<file path="src/rtl/windowed_pid_speed_controller_top_macros.svh">
// Assertion macros for the windowed PID speed controller.
// Used by the top level only; depends on nothing else.
`ifndef WINDOWED_PID_SPEED_CONTROLLER_TOP_MACROS_SVH
`define WINDOWED_PID_SPEED_CONTROLLER_TOP_MACROS_SVH
`ifndef SYNTHESIS
// Antecedent implies consequent in the same cycle.
`define WPID_ASSERT_NOW(lbl, clk, rst_n, ante, cons) \
    lbl: assert property (@(posedge clk) disable iff (!rst_n) (ante) |-> (cons)) \
        else $error("assertion failed");
// Antecedent implies consequent in the next cycle.
`define WPID_ASSERT_NEXT(lbl, clk, rst_n, ante, cons) \
    lbl: assert property (@(posedge clk) disable iff (!rst_n) (ante) |=> (cons)) \
        else $error("assertion failed");
`else
`define WPID_ASSERT_NOW(lbl, clk, rst_n, ante, cons)
`define WPID_ASSERT_NEXT(lbl, clk, rst_n, ante, cons)
`endif
`endif

</file>
<file path="src/rtl/wpid_pkg.sv">
// Shared constants and types for the windowed PID speed controller.
// Used by every module of the block; depends on nothing.
`timescale 1ns / 1ps
package wpid_pkg;
    localparam int WINDOW   = 10;
    localparam int WARMUP   = 6;
    localparam int FILL_W   = $clog2(WINDOW + 1);
    localparam int WAIT_W   = $clog2(WINDOW + 3);
    localparam int ERR_W    = 24;
    localparam int STAMP_W  = 32;
    localparam int NUM_W    = 43;
    localparam int DEN_W    = 33;
    localparam logic [31:0] MPH_Q16  = 32'd146600;
    localparam logic [95:0] TERM_LIM = 96'd1 << 61;

    // Register indexes of the configuration port.
    localparam logic [1:0] REG_PROP  = 2'd0;
    localparam logic [1:0] REG_INTEG = 2'd1;
    localparam logic [1:0] REG_DERIV = 2'd2;

    // One window entry as handed from cell to cell.
    typedef struct packed {
        logic signed [ERR_W-1:0] err;
        logic [STAMP_W-1:0]      stamp;
    } t_entry;
endpackage

</file>
<file path="src/rtl/wpid_cell.sv">
// One window cell: holds an error and its stamp, forms the trapezoid term
// with its older neighbour and adds it into the running sum. Uses wpid_pkg.
`timescale 1ns / 1ps
module wpid_cell import wpid_pkg::*; (
    input  logic                i_clk,
    input  logic                i_shift,
    input  t_entry              i_entry,
    input  t_entry              i_older,
    input  logic                i_pair_en,
    input  logic signed [63:0]  i_psum,
    output t_entry              o_entry,
    output logic signed [63:0]  o_psum
);
    t_entry             r_entry;
    logic signed [63:0] r_term;
    logic signed [63:0] r_psum;
    logic signed [24:0] w_esum;
    logic signed [32:0] w_dt;
    logic signed [57:0] w_prod;

    // The trapezoid term of this entry and the next older one.
    assign w_esum = {r_entry.err[ERR_W-1], r_entry.err} + {i_older.err[ERR_W-1], i_older.err};
    assign w_dt   = $signed({1'b0, r_entry.stamp}) - $signed({1'b0, i_older.stamp});
    assign w_prod = w_esum * w_dt;

    // Entry storage, masked term and the sum handed to the newer neighbour.
    always_ff @(posedge i_clk) begin
        if (i_shift) begin
            r_entry <= i_entry;
        end
        r_term <= i_pair_en ? {{6{w_prod[57]}}, w_prod} : 64'sd0;
        r_psum <= r_term + i_psum;
    end

    assign o_entry = r_entry;
    assign o_psum  = r_psum;
endmodule

</file>
<file path="config.mk">
export PLATFORM = sky130hd
export DESIGN_NAME = wpid_cell
export DESIGN_NICKNAME = d
export VERILOG_FILES = /design/src/rtl/windowed_pid_speed_controller_top_macros.svh /design/src/rtl/wpid_pkg.sv /design/src/rtl/wpid_cell.sv
export SDC_FILE = /design/constraint.sdc
export NUM_CORES = 2
export LEC_CHECK = 0
export BUFFER_PORTS_ARGS = -buffer_cell sky130_fd_sc_hd__buf_2
export CORE_UTILIZATION = 45
export DETAILED_ROUTE_END_ITERATION = 10
export GPL_TIMING_DRIVEN = 0
export PLACE_DENSITY = 0.7
export SYNTH_ARGS = -nofsm -noshare
export SYNTH_HDL_FRONTEND = slang
export SYNTH_SLANG_ARGS = --single-unit
</file>
<file path="constraint.sdc">
create_clock -name i_clk -period 28.9 [get_ports i_clk]
set_input_delay 2.89 -clock i_clk [delete_from_list [all_inputs] [get_ports i_clk]]
set_output_delay 2.89 -clock i_clk [all_outputs]
set_load 0.02 [all_outputs]
</file>
# == Word level (Yosys, flattened, before mapping) ==
# Index checks and enable logic that the tools add are counted.
# word_totals
register_bits,178
latchBits,0
ram_bits,0
rom_bits,0
wordCells,8
memories,0
# classes
add_sub_neg,3
mul,1
n_div,0
order_cmp,0
eq_ne,0
shift,0
muxes,0
n_bitwise,0
n_reduce_logical,0
# ops
operator,n
$add A58 B64 Y64,1
$mul A25 B33 Y58,1
$sub A32 B32 Y33,1
$add A24 B24 Y25,1

# == Logic depth before layout (Yosys ltp) ==
# logic_depth
word_depth,2
ltp_mapped,43

# == Least setup slack after synthesis ==
# Ideal clock, no wire load.
# synth_path
path_kind,input-to-reg
from,in i_older[0] (netlist bit)
to,reg r_term[56]
setup_time_ns,0.128
t_arrival_ns,11.960
path_slack_ns,16.812
stages,40
n_path_buf,2
path_cell_list,ha_1 -> inv_1 -> fa_1 -> a21o_1 -> a21oi_1 -> a21boi_1 -> o21a_1 -> a311oi_1 -> o21a_2 -> nor2_4 -> a311oi_2 -> nor3_2 -> a31oi_2 -> buf_2 -> nand2_1 -> fa_1 -> inv_1 -> fa_1 -> [... 4 more ...] -> fa_1 -> fa_1 -> inv_1 -> fa_1 -> inv_1 -> ha_1 -> clkbuf_1 -> a21o_1 -> a21o_1 -> a21o_1 -> a21oi_1 -> o21ai_0 -> a221oi_1 -> a32oi_1 -> a21o_1 -> a41oi_1 -> xor2_1 -> nor2_1
# synth_between
elab_chain_cells,2
# synth_lines
item,line_no,rtl
"start, declared",wpid_cell.sv:8,"input t_entry i_older,"
$sub A32 B32 Y33,wpid_cell.sv:23,"assign w_dt = $signed({1'b0, r_entry.stamp}) - $signed({1'b0, i_older.stamp});"
$mul A25 B33 Y58,wpid_cell.sv:24,assign w_prod = w_esum * w_dt;
"end signal, assigned",wpid_cell.sv:31,"r_term <= i_pair_en ? {{6{w_prod[57]}}, w_prod} : 64'sd0;"
"end, declared",wpid_cell.sv:15,logic signed [63:0] r_term;
# No other way between the ends.
# A chain may end at the register's enable or synchronous reset.

# == Final worst setup path ==
# layout_path
from,in i_older[32] (netlist bit)
to,reg r_term[51]
# layout_between
elab_chain_cells,2
# layout_lines
item,line_no,rtl
$add A24 B24 Y25,wpid_cell.sv:22,"assign w_esum = {r_entry.err[ERR_W-1], r_entry.err} + {i_older.err[ERR_W-1], i_older.err};"
$mul A25 B33 Y58,wpid_cell.sv:24,
# No other way between the ends.

==> reports/results.tsv <==
metric	value	unit
final_area	43000	um^2
synth-adder-area-share	51.8	%
floorplan.initialDensity	45.4	%
nets	5955	
worstPathRequired	29310	ps
post_cts_resized	0	
max_stage_delay	1060	ps
synth_area_per_cell	9.08	um^2
path_clk_slew	70	ps
wirelength_met1	52.1	mm
cts_max_path_buffers	2	
tightest_slew	1560	ps
root_buffer	clkbuf_16	
yosys.area_share.simple	13.7	%
crit_slowest_cell	xor2_1	
synth_top_area_share	43.0	%
grt_pass1_wl	200	mm
num_vias	31500	
drt_iter0_drc	2676	
outcome	finished, violations left	
die_x	298	um
setup_tns	0	ps
synth-seq-cells	178	
rsz0062_at_grt	no	
ctsHoldBuffers	0	
wl	134	mm
synth_edf_count	56	
synth_mux_area_share	0.102	%
crit_end	r_term[51]$_SDFF_PN0_	
timing.hold.ws	455	ps
dr_wl_met3	16.1	mm
synth-xor-area-share	4.40	%
synth_top_area_cell	fa_1	
area_growth	9.40	%
hp-class	reg -> reg	
r2r-start	o_entry[32]$_DFFE_PP_	
async_reset_ff_share	0	%
hold_path_startpoint	r_term[0]$_SDFF_PN0_	
dp_hpwl	111	mm
cp_max_fo	10	
grt-ovfl-total	0	
numPortBuffers	298	
postRouteAntennaNets	0	
synth_cell_types	87	
wl_per_cell	22.9	um
die_y	298	um
timing.rr.end	r_term[51]$_SDFF_PN0_	
synth_top_family_by_area	adder cells	
dpl_cell_area	42400	um^2
crit_top_cell	fa_1	
wl_met2	58.3	mm
final_common_cell	inv_1	
end_kind	register	
crit_arrival	15310	ps
synthTopCellsByArea	fa_1 (43%), ha_1 (8.8%), inv_1 (8.5%), dfxtp_1 (6.2%), nand2_1 (5.3%)	
synth_compound_gate_area_share	9.28	%
grt_max_degree	57	
final_cell_mix	inv_1 (888), fa_1 (845), nand2_1 (555)	
hold_viol	0	
critPathLaunchType	primary input	
drive_gt1_share	9.21	%
synth_fp_nets	5633	
htreeDepth	4	
report.final.slew_viol_count	16	
reg2reg_setup_slack	16080	ps
yosys_warnings	0	
numCtsBuffers	17	
max_cap_violations	2	
antenna_found_initial	5	
path_class	in -> reg	
max_slew_margin	-4.54	%
startpoint	i_older[32]	
top_layer_used	met4	
max_freq	67.1	MHz
fin_worst_skew	22.0	ps
synth_area	39300	um^2
io_pins	299	
drtPass1Iterations	5	
grt_pass1_vias	33300	
failed_checks	max-capacitance violations, max-slew violations	
syn_inst	4333	
clk_latency	540	ps
post_cts_buffers	0	
via_per_inst	5.41	
drc	0	
yosysSeqAreaShare	10.5	%
core_region_area	86600	um^2
period_share	51.6	%
ys.flop_type	dfxtp_1	
cts_sinks	178	
period_minus_slack	14900	ps
grt_use_total	30.9	%
num_rows	108	
cts_tree	yes	
setup_viol	0	
gp_congestion	1.04	
die_area	88600	um^2
reg2regPathDepth	37	
-- logic make-up (layout without fill, tap and decap cells) --
| group | after synthesis | after routing |
|---|---|---|
| xor+xnor | 195 | 195 |
| other cells | 0 | 3 |
| mux | 4 | 4 |
| flops | 178 | 178 |
| compound gates | 543 | 543 |
| buf+inv | 1064 | 1399 |
| simple gates | 1228 | 1228 |
| fa+ha+maj | 1121 | 1121 |
-- per-layer routing --
metal	up-vias	track usage [%]
li1	13900	-
met1	15600	38.6
met2	1684	47.2
met3	350	11.0
met4	0	15.4
met5	-	0
-- worst min-delay path by stage --
stage,endpoint,depth (start not counted),slack [ps]
floorplan,o_psum[0]$_DFF_P_,1,420
global placement,o_psum[0]$_DFF_P_,1,440
detailed placement,o_psum[0]$_DFF_P_,1,440
CTS,o_psum[0]$_DFF_P_,1,460
global route,o_psum[0]$_DFF_P_,1,480
finish,o_psum[0]$_DFF_P_,1,450
-- per-stage QoR --
step	worst slack [ps]	utilization, %	instances
2_1_floorplan	16810	-	4333
3_3_place_gp	13870	48.8	5786
3_5_place_dp	13760	49.0	5790
4_1_cts	14310	49.6	5822
5_1_grt	13800	49.7	5826
6_report	14000	49.7	5826
-- sequential cells by signal (all words and copies together), names as in the netlist --
register / count
o_psum: 64
o_entry: 56
r_term: 58
-- final cells by class --
cell class	instances	area, um^2
antenna	3	7.51
clock inverter	15	145
buffer	175	702
clock buffer	17	425
sequential	178	4120
fill	8328	43600
timing repair buffer	303	1550
multi-input combinational	3091	31300
tap	1155	1450
inverter	889	3340
-- critical path, delay by kind of cell --
kind / cells / cell delay [ps]
AO/OA/AOI/OAI: 10 / 3730
XOR/XNOR: 2 / 1220
adder cells (fa/ha/maj): 10 / 4600
buffers and inverters: 7 / 1350
AND/OR/NAND/NOR: 9 / 1490
-- synthesized netlist by cell type (8+ instances only) --
cell type    n
and2_1     101
a21oi_1    154
nor2b_1     42
buf_2       21
ha_1       276
and3_1      17
inv_1      888
or2_2       11
xnor2_1    120
nand3_1     20
nor2_1     354
o21a_1      25
o21ai_0     80
a31o_2      11
edfxtp_1    56
xor2_1      72
nand2b_1    37
a211oi_1     8
nand2_1    555
o21ai_1     10
fa_1       845
o21bai_1    28
nor3_1      31
or3_1       12
dfxtp_1    122
o211ai_1    10
a21o_1     111
o31ai_1     13
a31oi_1     18
nand4_1     27
clkbuf_1   145
Power is left out: the tool's default activity adds up to more than one toggle a clock period on the data nets, which glitch-free logic cannot reach.
