File: config.mk
export PLATFORM = sky130hd
export DESIGN_NAME = wpid_div
export DESIGN_NICKNAME = d
export VERILOG_FILES = /design/src/rtl/windowed_pid_speed_controller_top_macros.svh /design/src/rtl/wpid_pkg.sv /design/src/rtl/wpid_div.sv
export SDC_FILE = /design/constraint.sdc
export NUM_CORES = 1
export LEC_CHECK = 0
export ABC_AREA = 1
export BUFFER_PORTS_ARGS = -buffer_cell sky130_fd_sc_hd__buf_2
export CAP_MARGIN = 20
export CORE_UTILIZATION = 40
export DETAILED_ROUTE_END_ITERATION = 12
export GPL_TIMING_DRIVEN = 0
export PLACE_DENSITY = 0.68
export SYNTH_ARGS = -nofsm -noshare
export SYNTH_HDL_FRONTEND = slang
export SYNTH_SLANG_ARGS = --single-unit
export TNS_END_PERCENT = 5
File: constraint.sdc
create_clock -name i_clk -period 2.75 [get_ports i_clk]
set_input_delay 0.4125 -clock i_clk [delete_from_list [all_inputs] [get_ports i_clk]]
set_output_delay 0.4125 -clock i_clk [all_outputs]
set_load 0.01 [all_outputs]
File: src/rtl/windowed_pid_speed_controller_top_macros.svh
// Assertion macros for the windowed PID speed controller.
// Used by the top level only; depends on nothing else.
`ifndef WINDOWED_PID_SPEED_CONTROLLER_TOP_MACROS_SVH
`define WINDOWED_PID_SPEED_CONTROLLER_TOP_MACROS_SVH
`ifndef SYNTHESIS
// Antecedent implies consequent in the same cycle.
`define WPID_ASSERT_NOW(lbl, clk, rst_n, ante, cons) \
    lbl: assert property (@(posedge clk) disable iff (!rst_n) (ante) |-> (cons)) \
        else $error("assertion failed");
// Antecedent implies consequent in the next cycle.
`define WPID_ASSERT_NEXT(lbl, clk, rst_n, ante, cons) \
    lbl: assert property (@(posedge clk) disable iff (!rst_n) (ante) |=> (cons)) \
        else $error("assertion failed");
`else
`define WPID_ASSERT_NOW(lbl, clk, rst_n, ante, cons)
`define WPID_ASSERT_NEXT(lbl, clk, rst_n, ante, cons)
`endif
`endif

File: src/rtl/wpid_pkg.sv
// Shared constants and types for the windowed PID speed controller.
// Used by every module of the block; depends on nothing.
`timescale 1ns / 1ps
package wpid_pkg;
    localparam int WINDOW   = 10;
    localparam int WARMUP   = 6;
    localparam int FILL_W   = $clog2(WINDOW + 1);
    localparam int WAIT_W   = $clog2(WINDOW + 3);
    localparam int ERR_W    = 24;
    localparam int STAMP_W  = 32;
    localparam int NUM_W    = 43;
    localparam int DEN_W    = 33;
    localparam logic [31:0] MPH_Q16  = 32'd146600;
    localparam logic [95:0] TERM_LIM = 96'd1 << 61;

    // Register indexes of the configuration port.
    localparam logic [1:0] REG_PROP  = 2'd0;
    localparam logic [1:0] REG_INTEG = 2'd1;
    localparam logic [1:0] REG_DERIV = 2'd2;

    // One window entry as handed from cell to cell.
    typedef struct packed {
        logic signed [ERR_W-1:0] err;
        logic [STAMP_W-1:0]      stamp;
    } t_entry;
endpackage

File: src/rtl/wpid_div.sv
// Restoring divider for unsigned magnitudes, one quotient bit per cycle.
// Uses wpid_pkg for its widths.
`timescale 1ns / 1ps
module wpid_div import wpid_pkg::*; (
    input  logic              i_clk,
    input  logic              i_rst_n,
    input  logic              i_start,
    input  logic [NUM_W-1:0]  i_num,
    input  logic [DEN_W-1:0]  i_den,
    output logic [NUM_W-1:0]  o_quo,
    output logic              o_done
);
    logic [NUM_W-1:0] r_q;
    logic [DEN_W-1:0] r_den;
    logic [DEN_W-1:0] r_rem;
    logic [5:0]       r_cnt;
    logic             r_busy;
    logic             r_done;
    logic [DEN_W:0]   w_rem_sh;
    logic             w_fit;

    // One trial subtraction of the shifted remainder.
    assign w_rem_sh = {r_rem, r_q[NUM_W-1]};
    assign w_fit    = w_rem_sh >= {1'b0, r_den};

    // Control state.
    always_ff @(posedge i_clk) begin
        if (!i_rst_n) begin
            r_busy <= 1'b0;
            r_done <= 1'b0;
            r_cnt  <= '0;
        end else if (i_start) begin
            r_busy <= 1'b1;
            r_done <= 1'b0;
            r_cnt  <= '0;
        end else if (r_busy) begin
            r_cnt <= r_cnt + 6'd1;
            if (r_cnt == 6'(NUM_W - 1)) begin
                r_busy <= 1'b0;
                r_done <= 1'b1;
            end
        end else begin
            r_done <= 1'b0;
        end
    end

    // Datapath: the dividend shifts out as the quotient shifts in.
    always_ff @(posedge i_clk) begin
        if (i_start) begin
            r_q   <= i_num;
            r_den <= i_den;
            r_rem <= '0;
        end else if (r_busy) begin
            r_rem <= w_fit ? DEN_W'(w_rem_sh - {1'b0, r_den}) : w_rem_sh[DEN_W-1:0];
            r_q   <= {r_q[NUM_W-2:0], w_fit};
        end
    end

    assign o_quo  = r_q;
    assign o_done = r_done;
endmodule

# Word level (Yosys, flattened, before mapping)

Index checks and enable logic that the tools add are counted.

$add $sub $neg: 2
Div/mod/pow operators: 0
Multipliers: 0
Equality and inequality tests: 1
Muxes and demuxes: 6
Magnitude comparators: 1
Bitwise operators: 2
Reductions and logical operators: 3
Shift operators: 0

Operators by type and width:

| kind                                                           | number |
|---|---|
| 43-bit 2-to-1 mux                                              | 2 |
| 34-bit by 33-bit greater-or-equal comparator with 1-bit output | 1 |
| 33-bit 2-to-1 mux                                              | 1 |
| 33-bit subtractor                                              | 1 |
| 6-bit by 1-bit adder with 6-bit output (second input constant) | 1 |
| 6-bit == test (second input constant)                          | 1 |
| 1-bit 2-to-1 mux                                               | 3 |
| 3-bit OR reduction                                             | 1 |
| 1-bit inverter                                                 | 2 |
| 2-bit nonzero test                                             | 1 |
| 2-bit OR reduction                                             | 1 |

Memory bits (writable): 0
Bits in latches: 0
Output and inout port bits: 44
Input port bits: 79
Register bits: 117
ROM bits: 0
Memories kept: 0
Logic and storage cells: 21

# Longest topological paths before layout

Depth in word-level cells: 4
Depth in mapped cells: 17
Depth with buffers taken out: 16

# Worst setup path before layout

OpenSTA, ideal clock, no wires.

Kind: input port to flip-flop
Start: input port i_start
End: register r_q[0] (netlist: o_quo[0]) (enable)
Required time: 2.325 ns
Cell stages on the path: 4
Path buffers: 2
Arrival: 2.254 ns
Library setup time: 0.425 ns
Path slack: 0.072 ns
Cell sequence: clkbuf_1 > nor2_1 > inv_1 > clkbuf_1

Word-level cells in the longest chain between the ends: 1

Ends and longest elaborated chain:

| what                                | RTL line       | source |
|---|---|---|
| start, declared                     | wpid_div.sv:7  | `input logic i_start,` |
| 2-bit nonzero test (no source line) | --             |  |
| end signal, assigned                | wpid_div.sv:50 | `r_q <= i_num;` |
| end signal, assigned                | wpid_div.sv:55 | `r_q <= {r_q[NUM_W-2:0], w_fit};` |
| end, declared                       | wpid_div.sv:13 | `logic [NUM_W-1:0] r_q;` |

No other way between the ends.
A chain may end at the register's enable or synchronous reset.

# Final worst setup path

Start: register r_q[42] (netlist: o_quo[42])
End: register r_q[0] (netlist: o_quo[0]) (data pin)

Word-level cells in the longest chain between the ends: 3

Ends and longest elaborated chain:

| what                                                           | RTL line       | source |
|---|---|---|
| 34-bit by 33-bit greater-or-equal comparator with 1-bit output | wpid_div.sv:24 | `assign w_fit = w_rem_sh >= {1'b0, r_den};` |
| 43-bit 2-to-1 mux                                              | wpid_div.sv:53 | `end else if (r_busy) begin` |
| 43-bit 2-to-1 mux                                              | wpid_div.sv:49 | `if (i_start) begin` |

No other way between the ends. The select of a mux whose other input is x is not followed.

==> flow_summary.ini <==
[worst_setup_path]
cp_max_fo = 10
endpoint_kind = flip-flop
crit_type = flip-flop to flip-flop
r2r_slack_ps = 180
start_kind = flip-flop
r2r-start = o_quo[42]
required_ps = 2890
worstReg2RegEnd = o_quo[0]
arrival_ps = 2710
rr_worst_depth = 11

[clock_network]
cts.path.max_buffers = 2
clock_latency_ps = 430
cts_tree = built
h-tree-depth = 4
clock_sinks = 117
cts_buffers = 17
ctsRootBufferMaster = clkbuf_16
clk_pin_slew_ps = 60

[global_route]
grt_use_total_pct = 21.3
grt_pass1_vias = 6655
grt_overflow_total = 0
grt_max_degree = 35
grt_pass1_wl_um = 32700
antenna_found_initial = 0

[route]
routedWlPerCell_um = 13.7
drc_errors = 0
drt_iter0_markers = 426
via_per_inst = 4.78
vias = 7017
antenna_left = 0
wirelength_um = 20000
drt-pass1-iter-count = 5

[timing]
setup_violations = 0
holdWs_ps = 159
fin_ws_ps = 180
min_period_ps = 2570
fmax_mhz = 389
hold_viol_final = 0
slew_viol_final = 0
rsz0062_at_grt = no
worst_pin_slew_ps = 754
skew_ps = 11.3
relSlewSlack_pct = 49.7
fin_crit_sh_pct = 93.4

[power_and_ir_drop]
power_leakage_uw = 0.00494
p_per_area_nw_per_um2 = 524
ir_drop_mv = 0.357

[cells_and_area]
area_delta_synth_final_pct = 19.8
drive_gt1_share_pct = 17.3
antennaDiodeCount = 0
num-nets-final = 1336
num-fill-cells = 1912

[synth]
yosys_warnings = 0
seq_area_frac_synth_pct = 40.5
syn_avg_cell_area_sq_um = 7.11
synthTopCellsByArea = edfxtp_1 (30%), nand2_1 (21%), dfxtp_1 (11%), inv_1 (8.8%), ha_1 (5.7%)
synth_cell_types = 41
synth-edff-count = 76
synth_fp_nets = 1194
synth_simple_gate_area_share_pct = 37.0
synth_fa_ha_area_share_pct = 5.97
synthMuxAreaShare_pct = 0
synth_compound_area_share_pct = 3.56
synthTopCellsByCount = nand2_1 (439), inv_1 (179), nand3_1 (84), edfxtp_1 (76), nor2_1 (46)
synth_xor_area_share_pct = 1.71
synth-main-ff-cell = edfxtp_1
yosysMostFrequentCell = nand2_1
synth_top_area_share_pct = 29.8
synthArstFlopShare_pct = 0
synth_top_family_by_area = simple AND/OR/NAND/NOR gates
ys_seq_elements = 117
syn_inst = 1079
yosysTopAreaCell = edfxtp_1
synth_area_sq_um = 7670

[min_path]
hold_path.class = input pin to flip-flop
whs_path_depth = 1
min_to = r_den[0]
min_from = i_den[0]

[floorplanning]
ios = 123
rows = 50
fp.dieW_um = 140
start_util_pct = 40.9
die_area_sq_um = 19700
chipHeight_um = 140
core_area_sq_um = 18800

[job]
maxCapViolations = 0

[placement]
io_buffers = 122
place_hpwl_um = 15600
pre_cts_slack_ps = -403
place.gp.congestion = 0.948

[run_status]
status = completed
==> layer usage <==
metal	global-route usage, %	up-vias	wire [um]
met2	35.0	186	9120
met3	6.46	22	1320
met4	5.03	0	234
met5	0	-	0
li1	-	3639	-
met1	27.4	3170	9360
==> power breakdown <==
part | internal, uW | switching (uW) | leakage [uW] | total [uW]
logic | 210 | 359 | 0.00357 | 569
clock network | 1210 | 975 | 0.000279 | 2190
registers | 2000 | 50.5 | 0.00110 | 2050
==> cell families after synthesis <==
group | Yosys count
fa+ha+maj | 36
buf+inv | 215
flops | 117
compound gates | 50
simple gates | 646
xor+xnor | 15
==> worst max-delay path, cell delays in order, from the launching register on <==
cell and delay, ps:
edfxtp_1 380, inv_1 90, ha_1 190, inv_1 100
fa_1 460, nand3_1 140, nand3_2 150, nand2_2 100
nand2_2 80, nand2_4 170, clkbuf_4 290, a31oi_1 140
==> timing repair <==
| item | in CTS | in global routing |
|---|---|---|
| endpoints found under the setup margin | 0 | 33 |
| hold buffers | 0 | 0 |
| resized for setup | 0 | 3 |
| setup buffers | 0 | 0 |
==> flip-flops by register name (all words and copies together), names as in the netlist <==
signal / count
o_quo: 43
r_cnt: 6
r_den: 33
o_done: 1
r_rem: 33
r_busy: 1
==> area by class of cell <==
| type | instances | area [sq um] | share of cell area (%) |
|---|---|---|---|
| buffer | 26 | 161 | 1.76 |
| sequential | 117 | 3100 | 33.8 |
| inverter | 189 | 709 | 7.72 |
| timing repair buffer | 123 | 641 | 6.97 |
| tap | 234 | 293 | 3.19 |
| clock inverter | 15 | 155 | 1.69 |
| multi-input combinational | 747 | 3700 | 40.3 |
| clock buffer | 17 | 425 | 4.63 |
==> worst max path at each step <==
stage                         start         to  slack [ps]  cells after the start
after floorplan             i_start   o_quo[0]          70                      4
after global routing      o_quo[42]   r_rem[6]          10                     13
after global placement      i_start  o_quo[32]       -1660                      5
after detailed placement    i_start   o_quo[6]        -400                      6
after CTS                   i_start  o_quo[23]          50                      6
final                     o_quo[42]   o_quo[0]         180                     11
==> per-stage QoR <==
step | instances | area [sq um] | setup TNS, ps | power, uW | util [%]
2_1_floorplan | 1079 | 7670 | 0 | 2430 | -
3_3_place_gp | 1435 | 8570 | -84640 | 2650 | 45.7
3_5_place_dp | 1436 | 8600 | -14800 | 2660 | 45.8
4_1_cts | 1468 | 9180 | 0 | 4860 | 48.9
5_1_grt | 1468 | 9190 | 0 | 5020 | 49.0
6_report | 1468 | 9190 | 0 | 4810 | 49.0
==> placed cells by master (no fill, tap or decap), types with 7 or more instances in the layout <==
| cell | count |
|---|---|
| nand3_1 | 84 |
| and2_1 | 7 |
| nand4_1 | 7 |
| nand2_2 | 19 |
| xnor2_1 | 14 |
| nand2_1 | 439 |
| buf_2 | 123 |
| inv_8 | 8 |
| nor2_1 | 46 |
| nand3b_1 | 14 |
| o21ai_1 | 10 |
| inv_1 | 179 |
| clkbuf_16 | 17 |
| dfxtp_1 | 41 |
| a21oi_1 | 25 |
| ha_1 | 35 |
| clkbuf_1 | 12 |
| edfxtp_1 | 76 |
No activity file was read; power rests on OpenSTA's default activity.
